`config.mk`:
```
export PLATFORM = sky130hd
export DESIGN_NAME = trackball_accel_smoother
export DESIGN_NICKNAME = d
export VERILOG_FILES = /design/src/sv/tas_pkg.sv /design/src/sv/tas_exp_rom.sv /design/src/sv/tas_div.sv /design/src/sv/tas_datapath.sv /design/src/sv/tas_ctrl.sv /design/src/sv/trackball_accel_smoother.sv
export SDC_FILE = /design/constraint.sdc
export NUM_CORES = 2
export LEC_CHECK = 0
export BUFFER_PORTS_ARGS = -buffer_cell sky130_fd_sc_hd__buf_2
export CORE_MARGIN = 4
export CORE_UTILIZATION = 28
export DETAILED_ROUTE_END_ITERATION = 7
export SETUP_SLACK_MARGIN = 0.15
export SLEW_MARGIN = 30
export SYNTH_ARGS = -nofsm -noshare
export SYNTH_HDL_FRONTEND = slang
export SYNTH_SLANG_ARGS = --single-unit
```
`constraint.sdc`:
```
create_clock -name clk -period 25 [get_ports clk]
set_input_delay 5 -clock clk [delete_from_list [all_inputs] [get_ports clk]]
set_output_delay 5 -clock clk [all_outputs]
set_load 0.01 [all_outputs]
```
`src/sv/tas_pkg.sv`:
```
// ----------------------------------------------------------------------------
// tas_pkg: shared types, constants and the table function
// Register indexes, reset values, datapath command and status structs, and
// the constant function that builds the exponential table.
// ----------------------------------------------------------------------------
package tas_pkg;

  // default sizes
  localparam int EXP_DEPTH_DEF = 256;
  localparam int OUT_WIDTH_DEF = 18;

  // configuration port
  localparam int CFG_ADDR_W = 2;
  localparam int CFG_DATA_W = 10;

  localparam logic [CFG_ADDR_W-1:0] CFG_PEAK_MULT    = 2'd0;
  localparam logic [CFG_ADDR_W-1:0] CFG_ACCEL_WINDOW = 2'd1;
  localparam logic [CFG_ADDR_W-1:0] CFG_SMOOTH_GAIN  = 2'd2;
  localparam logic [CFG_ADDR_W-1:0] CFG_SWITCH_MASK  = 2'd3;

  localparam logic [7:0] PEAK_MULT_RST    = 8'd25;
  localparam logic [7:0] ACCEL_WINDOW_RST = 8'd5;
  localparam logic [9:0] SMOOTH_GAIN_RST  = 10'd333;
  localparam logic [7:0] SWITCH_MASK_RST  = 8'd128;

  // datapath widths
  localparam int MUL_A_W    = 17;  // peak_mult-1, deltas, alpha, 256-alpha
  localparam int SCALED_W   = 18;  // delta times gain over 256
  localparam int GAIN_W     = 17;  // Q9.8 gain
  localparam int ENTRY_W    = 9;   // Q1.8 table entry, exp(0) = 256

  localparam logic [63:0] Q31 = 64'h0000_0000_8000_0000;

  // operand pair for the shared multiplier
  typedef enum logic [2:0] {
    MS_GAIN,  // (peak_mult - 1) * entry
    MS_X,     // dx * gain
    MS_Y,     // dy * gain
    MS_AX,    // alpha * scaled x
    MS_BX,    // (256 - alpha) * previous x
    MS_AY,    // alpha * scaled y
    MS_BY     // (256 - alpha) * previous y
  } mul_sel_t;

  // controller to datapath
  typedef struct packed {
    logic     load;
    logic     div_step;
    logic     rom_rd;
    logic     mul_en;
    mul_sel_t mul_sel;
    logic     gain_ld;
    logic     sx_ld;
    logic     sy_ld;
    logic     acc_ld;
    logic     nx_ld;
    logic     ny_ld;
    logic     commit;
  } tas_cmd_t;

  // datapath to controller
  typedef struct packed {
    logic move;
    logic out_free;
  } tas_stat_t;

  // exp(-16y) in Q1.8 from y in Q31: series for exp(-y) to order 8, then squared four times
  function automatic logic [ENTRY_W-1:0] exp_q8(input logic [63:0] y);
    logic [63:0] sum;
    logic [63:0] term;
    sum  = Q31;
    term = Q31;
    for (int k = 1; k <= 8; k++) begin
      term = (term * y) >> 31;
      case (k)
        2:       term = term / 2;
        3:       term = term / 3;
        4:       term = term / 4;
        5:       term = term / 5;
        6:       term = term / 6;
        7:       term = term / 7;
        8:       term = term / 8;
        default: term = term;
      endcase
      if ((k & 1) != 0) begin
        sum = sum - term;
      end else begin
        sum = sum + term;
      end
    end
    for (int s = 0; s < 4; s++) begin
      sum = (sum * sum) >> 31;
    end
    return ENTRY_W'((sum + 64'h0000_0000_0040_0000) >> 23);
  endfunction

endpackage

```
`src/sv/tas_exp_rom.sv`:
```
// ----------------------------------------------------------------------------
// tas_exp_rom: exponential decay table
// Constant table of exp(-3i/depth) in Q1.8, built at elaboration, with a
// registered read port. Out-of-range indexes read the last entry.
// ----------------------------------------------------------------------------
module tas_exp_rom #(
  parameter int EXP_TABLE_DEPTH = tas_pkg::EXP_DEPTH_DEF
) (
  input  logic                           clk,
  input  logic                           rd,
  input  logic [$clog2(EXP_TABLE_DEPTH)-1:0] idx,
  output logic [tas_pkg::ENTRY_W-1:0]    entry
);

  localparam int IDX_W = $clog2(EXP_TABLE_DEPTH);

  logic [tas_pkg::ENTRY_W-1:0] rom_c [EXP_TABLE_DEPTH];
  logic [IDX_W-1:0]            idx_c;
  logic [tas_pkg::ENTRY_W-1:0] entry_r;

  // table contents
  for (genvar i = 0; i < EXP_TABLE_DEPTH; i++) begin : g_rom
    localparam logic [63:0] Y = (64'd3 * 64'(i) * tas_pkg::Q31) /
                                (64'd16 * 64'(EXP_TABLE_DEPTH));
    localparam logic [tas_pkg::ENTRY_W-1:0] ENTRY = tas_pkg::exp_q8(Y);
    assign rom_c[i] = ENTRY;
  end

  // clamp for depths that are not a power of two
  always_comb begin
    if ({1'b0, idx} >= (IDX_W+1)'(EXP_TABLE_DEPTH)) begin
      idx_c = IDX_W'(EXP_TABLE_DEPTH - 1);
    end else begin
      idx_c = idx;
    end
  end

  // registered read
  always_ff @(posedge clk) begin
    if (rd) begin
      entry_r <= rom_c[idx_c];
    end
  end

  assign entry = entry_r;

endmodule

```
`src/sv/tas_div.sv`:
```
// ----------------------------------------------------------------------------
// tas_div: table index divider
// Restoring divider, one quotient bit per step: (t * depth) / window.
// The quotient is only meaningful when t < window.
// ----------------------------------------------------------------------------
module tas_div #(
  parameter int EXP_TABLE_DEPTH = tas_pkg::EXP_DEPTH_DEF
) (
  input  logic                               clk,
  input  logic                               start,
  input  logic                               step,
  input  logic [7:0]                         t,
  input  logic [7:0]                         window,
  output logic [$clog2(EXP_TABLE_DEPTH)-1:0] quot
);

  localparam int IDX_W = $clog2(EXP_TABLE_DEPTH);
  localparam int NUM_W = 8 + IDX_W;

  logic [7:0]       rem_r, rem_nxt;
  logic [IDX_W-1:0] lq_r, lq_nxt;
  logic [NUM_W-1:0] num_c;
  logic [8:0]       trial_c;
  logic [8:0]       diff_c;
  logic             ge_c;

  assign num_c = NUM_W'(t) * NUM_W'(EXP_TABLE_DEPTH);

  // one restoring step: shift in the next dividend bit, subtract if it fits
  always_comb begin
    trial_c = {rem_r, lq_r[IDX_W-1]};
    ge_c    = trial_c >= {1'b0, window};
    diff_c  = trial_c - {1'b0, window};
    rem_nxt = rem_r;
    lq_nxt  = lq_r;
    if (start) begin
      rem_nxt = num_c[NUM_W-1:IDX_W];
      lq_nxt  = num_c[IDX_W-1:0];
    end else if (step) begin
      rem_nxt = ge_c ? diff_c[7:0] : trial_c[7:0];
      lq_nxt  = {lq_r[IDX_W-2:0], ge_c};
    end
  end

  always_ff @(posedge clk) begin
    rem_r <= rem_nxt;
    lq_r  <= lq_nxt;
  end

  assign quot = lq_r;

endmodule

```
`src/sv/tas_datapath.sv`:
```
// ----------------------------------------------------------------------------
// tas_datapath: acceleration and smoothing datapath
// Configuration registers, input capture, index divider, exponential table,
// one shared signed multiplier, smoothing state and the output register.
// ----------------------------------------------------------------------------
module tas_datapath #(
  parameter int EXP_TABLE_DEPTH = tas_pkg::EXP_DEPTH_DEF,
  parameter int OUT_WIDTH       = tas_pkg::OUT_WIDTH_DEF
) (
  input  logic                                 clk,
  input  logic                                 rst_n,
  // configuration
  input  logic                                 cfg_we,
  input  logic [tas_pkg::CFG_ADDR_W-1:0]       cfg_addr,
  input  logic [tas_pkg::CFG_DATA_W-1:0]       cfg_wdata,
  // input payload
  input  logic [7:0]                           in_left_count,
  input  logic [7:0]                           in_right_count,
  input  logic [7:0]                           in_up_count,
  input  logic [7:0]                           in_down_count,
  input  logic [7:0]                           in_status_byte,
  input  logic [15:0]                          in_elapsed_time,
  // control
  input  tas_pkg::tas_cmd_t                    cmd,
  output tas_pkg::tas_stat_t                   stat,
  // result channel
  output logic                                 out_valid,
  input  logic                                 out_stall,
  output logic                                 out_x_valid,
  output logic signed [OUT_WIDTH-1:0]          out_x_motion,
  output logic                                 out_y_valid,
  output logic signed [OUT_WIDTH-1:0]          out_y_motion,
  output logic                                 out_button_changed,
  output logic                                 out_button_pressed
);

  localparam int IDX_W = $clog2(EXP_TABLE_DEPTH);
  localparam int AW    = tas_pkg::MUL_A_W;
  localparam int SW    = tas_pkg::SCALED_W;
  localparam int BW    = (OUT_WIDTH > SW) ? OUT_WIDTH : SW;
  localparam int PW    = AW + BW;
  localparam logic signed [PW:0] SAT_MAX =
    {{(PW + 2 - OUT_WIDTH){1'b0}}, {(OUT_WIDTH - 1){1'b1}}};
  localparam logic signed [PW:0] SAT_MIN = ~SAT_MAX;

  // configuration registers
  logic [7:0] peak_mult_r;
  logic [7:0] accel_window_r;
  logic [9:0] smoothing_gain_r;
  logic [7:0] switch_mask_r;

  // captured item
  logic signed [8:0] dx_r, dy_r;
  logic              move_r, accel_r;
  logic              pressed_r, changed_r;
  logic              last_button_r;

  // arithmetic
  logic [tas_pkg::ENTRY_W-1:0]  entry_c;
  logic [IDX_W-1:0]             quot_c;
  logic signed [AW-1:0]         mul_a_c;
  logic signed [BW-1:0]         mul_b_c;
  logic signed [PW-1:0]         prod_r, acc_r;
  logic [tas_pkg::GAIN_W-1:0]   gain_r;
  logic signed [SW-1:0]         sx_r, sy_r;
  logic signed [OUT_WIDTH-1:0]  nx_r, ny_r;
  logic signed [OUT_WIDTH-1:0]  last_x_r, last_y_r;
  logic signed [PW-1:0]         sc_rnd_c, sc_c;
  logic signed [PW:0]           sum_c, sum_rnd_c, sum_q_c;
  logic signed [OUT_WIDTH-1:0]  sat_c;
  logic signed [AW-1:0]         alpha_c, beta_c, speed_m1_c;

  // output register
  logic                         out_valid_r;
  logic                         out_x_valid_r, out_y_valid_r;
  logic signed [OUT_WIDTH-1:0]  out_x_r, out_y_r;
  logic                         out_changed_r, out_pressed_r;

  // configuration writes
  always_ff @(posedge clk) begin
    if (!rst_n) begin
      peak_mult_r      <= tas_pkg::PEAK_MULT_RST;
      accel_window_r   <= tas_pkg::ACCEL_WINDOW_RST;
      smoothing_gain_r <= tas_pkg::SMOOTH_GAIN_RST;
      switch_mask_r    <= tas_pkg::SWITCH_MASK_RST;
    end else if (cfg_we) begin
      case (cfg_addr)
        tas_pkg::CFG_PEAK_MULT:    peak_mult_r      <= cfg_wdata[7:0];
        tas_pkg::CFG_ACCEL_WINDOW: accel_window_r   <= cfg_wdata[7:0];
        tas_pkg::CFG_SMOOTH_GAIN:  smoothing_gain_r <= cfg_wdata;
        tas_pkg::CFG_SWITCH_MASK:  switch_mask_r    <= cfg_wdata[7:0];
        default: ;
      endcase
    end
  end

  // switch tracking, updated on every transfer in
  always_ff @(posedge clk) begin
    if (!rst_n) begin
      last_button_r <= 1'b0;
    end else if (cmd.load) begin
      last_button_r <= |(in_status_byte & switch_mask_r);
    end
  end

  // capture the item
  always_ff @(posedge clk) begin
    if (cmd.load) begin
      dx_r      <= $signed({1'b0, in_right_count}) - $signed({1'b0, in_left_count});
      dy_r      <= $signed({1'b0, in_down_count}) - $signed({1'b0, in_up_count});
      move_r    <= (in_right_count != in_left_count) || (in_down_count != in_up_count);
      accel_r   <= in_elapsed_time < {8'd0, accel_window_r};
      pressed_r <= |(in_status_byte & switch_mask_r);
      changed_r <= (|(in_status_byte & switch_mask_r)) != last_button_r;
    end
  end

  // table index and table read
  tas_div #(
    .EXP_TABLE_DEPTH (EXP_TABLE_DEPTH)
  ) u_div (
    .clk    (clk),
    .start  (cmd.load),
    .step   (cmd.div_step),
    .t      (in_elapsed_time[7:0]),
    .window (accel_window_r),
    .quot   (quot_c)
  );

  tas_exp_rom #(
    .EXP_TABLE_DEPTH (EXP_TABLE_DEPTH)
  ) u_rom (
    .clk   (clk),
    .rd    (cmd.rom_rd),
    .idx   (quot_c),
    .entry (entry_c)
  );

  // multiplier operand select
  assign speed_m1_c = AW'($signed({1'b0, peak_mult_r})) - AW'(1);
  assign alpha_c    = AW'($signed({1'b0, smoothing_gain_r}));
  assign beta_c     = AW'(256) - alpha_c;

  always_comb begin
    case (cmd.mul_sel)
      tas_pkg::MS_GAIN: begin
        mul_a_c = speed_m1_c;
        mul_b_c = BW'($signed({1'b0, entry_c}));
      end
      tas_pkg::MS_X: begin
        mul_a_c = AW'(dx_r);
        mul_b_c = BW'($signed({1'b0, gain_r}));
      end
      tas_pkg::MS_Y: begin
        mul_a_c = AW'(dy_r);
        mul_b_c = BW'($signed({1'b0, gain_r}));
      end
      tas_pkg::MS_AX: begin
        mul_a_c = alpha_c;
        mul_b_c = BW'(sx_r);
      end
      tas_pkg::MS_BX: begin
        mul_a_c = beta_c;
        mul_b_c = BW'(last_x_r);
      end
      tas_pkg::MS_AY: begin
        mul_a_c = alpha_c;
        mul_b_c = BW'(sy_r);
      end
      tas_pkg::MS_BY: begin
        mul_a_c = beta_c;
        mul_b_c = BW'(last_y_r);
      end
      default: begin
        mul_a_c = '0;
        mul_b_c = '0;
      end
    endcase
  end

  // shared multiplier, product registered
  always_ff @(posedge clk) begin
    if (cmd.mul_en) begin
      prod_r <= mul_a_c * mul_b_c;
    end
  end

  // scaled delta: product over 256, truncated toward zero
  assign sc_rnd_c = prod_r + (prod_r[PW-1] ? PW'(255) : PW'(0));
  assign sc_c     = sc_rnd_c >>> 8;

  // smoothed value: sum over 256 toward zero, then saturate
  assign sum_c     = {acc_r[PW-1], acc_r} + {prod_r[PW-1], prod_r};
  assign sum_rnd_c = sum_c + (sum_c[PW] ? (PW+1)'(255) : (PW+1)'(0));
  assign sum_q_c   = sum_rnd_c >>> 8;

  always_comb begin
    if (sum_q_c > SAT_MAX) begin
      sat_c = SAT_MAX[OUT_WIDTH-1:0];
    end else if (sum_q_c < SAT_MIN) begin
      sat_c = SAT_MIN[OUT_WIDTH-1:0];
    end else begin
      sat_c = sum_q_c[OUT_WIDTH-1:0];
    end
  end

  // working registers
  always_ff @(posedge clk) begin
    if (cmd.gain_ld) begin
      gain_r <= accel_r ? (prod_r[tas_pkg::GAIN_W-1:0] + tas_pkg::GAIN_W'(256))
                        : tas_pkg::GAIN_W'(256);
    end
    if (cmd.sx_ld) begin
      sx_r <= sc_c[SW-1:0];
    end
    if (cmd.sy_ld) begin
      sy_r <= sc_c[SW-1:0];
    end
    if (cmd.acc_ld) begin
      acc_r <= prod_r;
    end
    if (cmd.nx_ld) begin
      nx_r <= sat_c;
    end
    if (cmd.ny_ld) begin
      ny_r <= sat_c;
    end
  end

  // previous outputs, kept when there is no movement
  always_ff @(posedge clk) begin
    if (!rst_n) begin
      last_x_r <= '0;
      last_y_r <= '0;
    end else if (cmd.commit && move_r) begin
      last_x_r <= nx_r;
      last_y_r <= ny_r;
    end
  end

  // output register
  always_ff @(posedge clk) begin
    if (!rst_n) begin
      out_valid_r <= 1'b0;
    end else if (cmd.commit) begin
      out_valid_r <= 1'b1;
    end else if (!out_stall) begin
      out_valid_r <= 1'b0;
    end
  end

  always_ff @(posedge clk) begin
    if (cmd.commit) begin
      out_x_valid_r <= dx_r != '0;
      out_y_valid_r <= dy_r != '0;
      out_x_r       <= (dx_r != '0) ? nx_r : '0;
      out_y_r       <= (dy_r != '0) ? ny_r : '0;
      out_changed_r <= changed_r;
      out_pressed_r <= pressed_r;
    end
  end

  assign stat.move     = move_r;
  assign stat.out_free = !out_valid_r || !out_stall;

  assign out_valid          = out_valid_r;
  assign out_x_valid        = out_x_valid_r;
  assign out_x_motion       = out_x_r;
  assign out_y_valid        = out_y_valid_r;
  assign out_y_motion       = out_y_r;
  assign out_button_changed = out_changed_r;
  assign out_button_pressed = out_pressed_r;

endmodule

```
`src/sv/tas_ctrl.sv`:
```
// ----------------------------------------------------------------------------
// tas_ctrl: sequencer
// One-hot state machine that steps the datapath through divide, table read,
// gain, scaling and smoothing for one item at a time.
// ----------------------------------------------------------------------------
module tas_ctrl #(
  parameter int EXP_TABLE_DEPTH = tas_pkg::EXP_DEPTH_DEF
) (
  input  logic               clk,
  input  logic               rst_n,
  input  logic               in_valid,
  output logic               in_stall,
  input  tas_pkg::tas_stat_t stat,
  output tas_pkg::tas_cmd_t  cmd
);

  localparam int IDX_W = $clog2(EXP_TABLE_DEPTH);
  localparam int CW    = (IDX_W > 1) ? $clog2(IDX_W) : 1;

  typedef enum logic [12:0] {
    S_IDLE = 13'b0000000000001,
    S_DIV  = 13'b0000000000010,
    S_ROM  = 13'b0000000000100,
    S_GMUL = 13'b0000000001000,
    S_GAIN = 13'b0000000010000,
    S_XMUL = 13'b0000000100000,
    S_YMUL = 13'b0000001000000,
    S_SXA  = 13'b0000010000000,
    S_SXB  = 13'b0000100000000,
    S_SXC  = 13'b0001000000000,
    S_SYB  = 13'b0010000000000,
    S_SYC  = 13'b0100000000000,
    S_DONE = 13'b1000000000000
  } state_t;

  state_t        state_r, state_nxt;
  logic [CW-1:0] cnt_r, cnt_nxt;

  // state and divide step counter
  always_ff @(posedge clk) begin
    if (!rst_n) begin
      state_r <= S_IDLE;
      cnt_r   <= '0;
    end else begin
      state_r <= state_nxt;
      cnt_r   <= cnt_nxt;
    end
  end

  // next state and commands
  always_comb begin
    state_nxt   = state_r;
    cnt_nxt     = cnt_r;
    cmd         = '0;
    cmd.mul_sel = tas_pkg::MS_GAIN;
    case (state_r)
      S_IDLE: begin
        if (in_valid) begin
          cmd.load  = 1'b1;
          cnt_nxt   = '0;
          state_nxt = S_DIV;
        end
      end
      S_DIV: begin
        cmd.div_step = 1'b1;
        cnt_nxt      = cnt_r + CW'(1);
        if (cnt_r == CW'(IDX_W - 1)) begin
          state_nxt = stat.move ? S_ROM : S_DONE;
        end
      end
      S_ROM: begin
        cmd.rom_rd = 1'b1;
        state_nxt  = S_GMUL;
      end
      S_GMUL: begin
        cmd.mul_en = 1'b1;
        state_nxt  = S_GAIN;
      end
      S_GAIN: begin
        cmd.gain_ld = 1'b1;
        state_nxt   = S_XMUL;
      end
      S_XMUL: begin
        cmd.mul_en  = 1'b1;
        cmd.mul_sel = tas_pkg::MS_X;
        state_nxt   = S_YMUL;
      end
      S_YMUL: begin
        cmd.sx_ld   = 1'b1;
        cmd.mul_en  = 1'b1;
        cmd.mul_sel = tas_pkg::MS_Y;
        state_nxt   = S_SXA;
      end
      S_SXA: begin
        cmd.sy_ld   = 1'b1;
        cmd.mul_en  = 1'b1;
        cmd.mul_sel = tas_pkg::MS_AX;
        state_nxt   = S_SXB;
      end
      S_SXB: begin
        cmd.acc_ld  = 1'b1;
        cmd.mul_en  = 1'b1;
        cmd.mul_sel = tas_pkg::MS_BX;
        state_nxt   = S_SXC;
      end
      S_SXC: begin
        cmd.nx_ld   = 1'b1;
        cmd.mul_en  = 1'b1;
        cmd.mul_sel = tas_pkg::MS_AY;
        state_nxt   = S_SYB;
      end
      S_SYB: begin
        cmd.acc_ld  = 1'b1;
        cmd.mul_en  = 1'b1;
        cmd.mul_sel = tas_pkg::MS_BY;
        state_nxt   = S_SYC;
      end
      S_SYC: begin
        cmd.ny_ld = 1'b1;
        state_nxt = S_DONE;
      end
      S_DONE: begin
        // wait for room in the output register
        if (stat.out_free) begin
          cmd.commit = 1'b1;
          state_nxt  = S_IDLE;
        end
      end
      default: begin
        state_nxt = S_IDLE;
      end
    endcase
  end

  assign in_stall = state_r != S_IDLE;

endmodule

```
`src/sv/trackball_accel_smoother.sv`:
```
// ----------------------------------------------------------------------------
// trackball_accel_smoother: pointer acceleration with exponential smoothing
// Per poll: deltas from four direction counts, time-dependent gain from an
// exponential table, per-axis smoothing with saturation, switch change flag.
//
//   channel   handshake            payload
//   in_       in_valid / in_stall  four counts, status byte, elapsed time
//   out_      out_valid/out_stall  x/y valid and motion, button flags
//   cfg_      cfg_we               cfg_addr selects register, cfg_wdata
//
// An item passes from transfer in to result through the bit-serial table index
// divider (IDX_W steps) and the single shared multiplier, used seven times in
// sequence. No-movement items skip the table read and the multiply steps.
// Reset is synchronous; there is no clearing pass.
// A result waits in the output register while out_stall is high; the next
// item is taken meanwhile and holds in its final step until the register frees.
// ----------------------------------------------------------------------------
module trackball_accel_smoother #(
  parameter int EXP_TABLE_DEPTH = tas_pkg::EXP_DEPTH_DEF,
  parameter int OUT_WIDTH       = tas_pkg::OUT_WIDTH_DEF
) (
  input  logic                           clk,
  input  logic                           rst_n,
  // configuration
  input  logic                           cfg_we,
  input  logic [tas_pkg::CFG_ADDR_W-1:0] cfg_addr,
  input  logic [tas_pkg::CFG_DATA_W-1:0] cfg_wdata,
  // input channel
  input  logic                           in_valid,
  output logic                           in_stall,
  input  logic [7:0]                     in_left_count,
  input  logic [7:0]                     in_right_count,
  input  logic [7:0]                     in_up_count,
  input  logic [7:0]                     in_down_count,
  input  logic [7:0]                     in_status_byte,
  input  logic [15:0]                    in_elapsed_time,
  // result channel
  output logic                           out_valid,
  input  logic                           out_stall,
  output logic                           out_x_valid,
  output logic signed [OUT_WIDTH-1:0]    out_x_motion,
  output logic                           out_y_valid,
  output logic signed [OUT_WIDTH-1:0]    out_y_motion,
  output logic                           out_button_changed,
  output logic                           out_button_pressed
);

  tas_pkg::tas_cmd_t  cmd;
  tas_pkg::tas_stat_t stat;

  // sequencer
  tas_ctrl #(
    .EXP_TABLE_DEPTH (EXP_TABLE_DEPTH)
  ) u_ctrl (
    .clk      (clk),
    .rst_n    (rst_n),
    .in_valid (in_valid),
    .in_stall (in_stall),
    .stat     (stat),
    .cmd      (cmd)
  );

  // datapath
  tas_datapath #(
    .EXP_TABLE_DEPTH (EXP_TABLE_DEPTH),
    .OUT_WIDTH       (OUT_WIDTH)
  ) u_dp (
    .clk                (clk),
    .rst_n              (rst_n),
    .cfg_we             (cfg_we),
    .cfg_addr           (cfg_addr),
    .cfg_wdata          (cfg_wdata),
    .in_left_count      (in_left_count),
    .in_right_count     (in_right_count),
    .in_up_count        (in_up_count),
    .in_down_count      (in_down_count),
    .in_status_byte     (in_status_byte),
    .in_elapsed_time    (in_elapsed_time),
    .cmd                (cmd),
    .stat               (stat),
    .out_valid          (out_valid),
    .out_stall          (out_stall),
    .out_x_valid        (out_x_valid),
    .out_x_motion       (out_x_motion),
    .out_y_valid        (out_y_valid),
    .out_y_motion       (out_y_motion),
    .out_button_changed (out_button_changed),
    .out_button_pressed (out_button_pressed)
  );

endmodule

```
==> impl_results.md <==
* 1st-iter DRT viols at 1693
* CTS hold repair buffers at 0
* Vias in the first global route at 21977
* Max H-tree Level at 2
* Placed Cells incl. Taps at 4488
* Critical-path top delay cell: fa_1
* Initial antenna violation count at 1
* Async set-reset flop share out of synthesis at 0
* Antenna viol nets, final at 0
* Mapped Cells at 3072
* Vias per cell at 4.833
* Crit path max-delay family: adder cells
* Largest net degree at the start of global routing at 88
* Critical path data required time at 25.29 ns
* Synth area leader: edfxtp_1
* Post-CTS resize count at 0
* Area growth syn-to-layout at 11.63%
* Most frequent CP cell: fa_1
* Worst-skew pair later-pin latency at 0.56 ns
* Row Count at 119
* Crit path capture type: register
* Internal power at 1.068 mW
* Clock tree buffer depth at 3
* Switching share of total power at 0.2809
* #FFs+latches synth at 334
* Unrepaired setup endpoints after global routing: false
* Port-buffer cells at 114
* Avg WL per Cell at 17.69 µm
* Clock skew at 0.01997 ns
* Clk pwr share at 0.395
* GPL Wtd Cong at 0.8747
* Synth Flop Type: edfxtp_1
* CTS Root Cell: clkbuf_16
* Synthesis Warnings at 0
* Fin util at 0.3150
* Die Ht at 333.7 µm
* IO Count at 115
* Crit share post-route at 0.4171
* Netlist cell types at 108
* Clk slew on worst S/H paths at 0.06 ns
* Tot Pwr at 1.486 mW
* Die footprint at 111400 µm²
* Fmax at 95.91 MHz
* Max FO, Critical Path at 32
* Slew Limit Headroom at 0.3304
* Crit path buf inv count at 7
* Multi-input combinational cell area at 18600 µm²
* Synth top area cells: edfxtp_1, fa_1, ha_1, dfxtp_1, inv_1
* Post-Route WL at 80690 µm
* GRT Resource Usage Total at 0.1431
* First-pass GRT wire length at 126700 µm
* TritonCTS Sinks at 334
* Drt drc at 0
* WHS at 0.4210 ns
* Share of cells above drive strength 1 at 0.09624
* Routed vias at 22045
* GR Overflow Total at 0
* Setup violators final at 0
* Worst Hold Class: reg -> reg
* Final-report hold violation count at 0
* Leak pwr at 14.09 nW
* Core area at 105300 µm²
* Final min period at 10.43 ns
* Drt pass-1 iters at 5
* Mapped Nets at 3636
* CTS tree: done
* Status: completed
* Setup TNS at 0 ns
* Final Net Count at 3702
* Buffers inserted by post-CTS timing repair at 0
* Slew @ Worst Pin at 1.004 ns
* Dpl hpwl at 63590 µm
* Data arrival, critical path at 10.71 ns
* Number of synthesized flops with an enable pin at 238
* Fill count at 10874
* Share of power burned in registers at 0.430
* Synth top area share at 0.2406
* Mapped cell area at 29700 µm²
* Max Cap Viol at 0
* CP Launch Type: register
* Starting Density at 0.2822
* Slew Limit Fails at 0
* Chip width at 333.7 µm
* Fin cells at 4561
* Max incr delay on CP at 0.54 ns
* Worst IR drop on VDD at 0.00005719 V
* Sequential area share after synthesis at 0.3053
* CTS Buf Count at 39
* Net switching power at 0.4173 mW
* Register Area at 9071 µm²
* PwrDens at 44.81 nW/µm²
* Syn_area_per_cell at 9.669 µm²
* CP Class: reg -> reg
* Comb power frac at 0.175
[synthesized netlist by cell type (14+ instances only)]
master and number:
o211ai_1 21, inv_1 419, a21boi_0 56, nor2_1 272, edfxtp_1 238, mux2i_1 28
nor4_1 14, nor2b_1 35, fa_1 303, a211oi_1 19, o21ai_2 14, ha_1 188
and3_1 35, dfxtp_1 96, o21ai_0 94, nand2_1 296, o21a_1 15, nor3_1 33
nand2b_1 30, and2_1 65, a21oi_1 125, nand4_1 17, a22oi_1 46, xor2_1 39
or3_1 17, a21o_1 57, a31oi_1 16, or2_2 16, xnor2_1 87, nand3_1 65
clkbuf_1 96
[logic make-up (layout without fill, tap and decap cells)]
| group | Yosys count | count (layout) | synth area share |
|---|---|---|---|
| mux | 32 | 32 | 0.01133 |
| fa+ha+maj | 491 | 491 | 0.2834 |
| flops | 334 | 334 | 0.3053 |
| xor+xnor | 126 | 126 | 0.03715 |
| compound gates | 581 | 581 | 0.1353 |
| buf+inv | 548 | 645 | 0.07106 |
| other cells | 0 | 1 | 0 |
| simple gates | 960 | 960 | 0.1565 |
[layer usage]
metal / vias up / global-route usage / wire, µm
met2: 534 / 0.2310 / 36880
met3: 99 / 0.02150 / 4145
met5: - / 0 / 0
met1: 10917 / 0.2033 / 37990
li1: 10495 / - / -
met4: 0 / 0.03145 / 1673
[worst reg2reg max path, delay by kind of cell (launching register included)]
kind / cells / cell delay (ns)
AO/OA/AOI/OAI: 12 / 2.54
adder cells (fa/ha/maj): 7 / 3.55
buffers and inverters: 7 / 1.19
flip-flops: 1 / 0.37
multiplexers: 1 / 0.21
AND/OR/NAND/NOR: 9 / 2.30
[through the flow]
stage	setup WS, ns	instance area [µm²]
2_1_floorplan	16.00	29700
3_3_place_gp	14.79	31820
3_5_place_dp	14.60	31830
4_1_cts	14.60	33140
5_1_grt	13.85	33160
6_report	14.57	33160
[registers in the layout, summed over array words and instances, names as in the netlist, 9 cells and up]
signal and flops:
u_dp.sx_r 18, u_dp.last_x_r 18, u_dp.smoothing_gain_r 10, u_dp.out_x_motion 18, u_dp.sy_r 18, u_dp.ny_r 18
u_dp.nx_r 18, u_dp.out_y_motion 18, u_dp.dy_r 9, u_dp.gain_r 17, u_dp.dx_r 9, u_ctrl.state_r 13
u_dp.acc_r 35, u_dp.u_rom.entry 9, u_dp.prod_r 35, u_dp.last_y_r 18
[placed cells by master (no fill, tap or decap), drive strengths merged, types with 96 or more instances in the layout]
cell / instances
inv: 425
nor2: 273
dfxtp: 96
a21oi: 128
nand2: 298
o21ai: 113
edfxtp: 238
buf: 150
fa: 303
ha: 188
[final cells by class]
type	count	area share
well taps	1391	0.05249
repair buffers	150	0.02536
diodes	1	0.00007547
clock buffers	51	0.03332
clock inverters	21	0.006264
inverters	423	0.04789
multi-input cells	2190	0.5610
flip-flops and latches	334	0.2736
[worst paths after layout]
check                                               startpoint                                 to  slack [ns]  cells after the start
worst max-delay path            u_ctrl.state_r[1]$_SDFFE_PN0P_          u_dp.prod_r[33]$_DFFE_PP_       14.57                     36
worst min-delay path                  u_dp.pressed_r$_DFFE_PP_  u_dp.out_button_pressed$_DFFE_PP_        0.42                      0
worst min register to register        u_dp.pressed_r$_DFFE_PP_  u_dp.out_button_pressed$_DFFE_PP_        0.42                      0
worst max register to register  u_ctrl.state_r[1]$_SDFFE_PN0P_          u_dp.prod_r[33]$_DFFE_PP_       14.57                     36
[power groups by stage]
stage	registers (mW)	clock network, mW	logic, mW
global placement	0.650	0	0.256
global route	0.641	0.623	0.294
floorplan	0.643	0	0.185
detailed placement	0.650	0	0.259
finish	0.639	0.587	0.260
CTS	0.639	0.601	0.261
No activity file was read; power rests on OpenSTA's default activity.
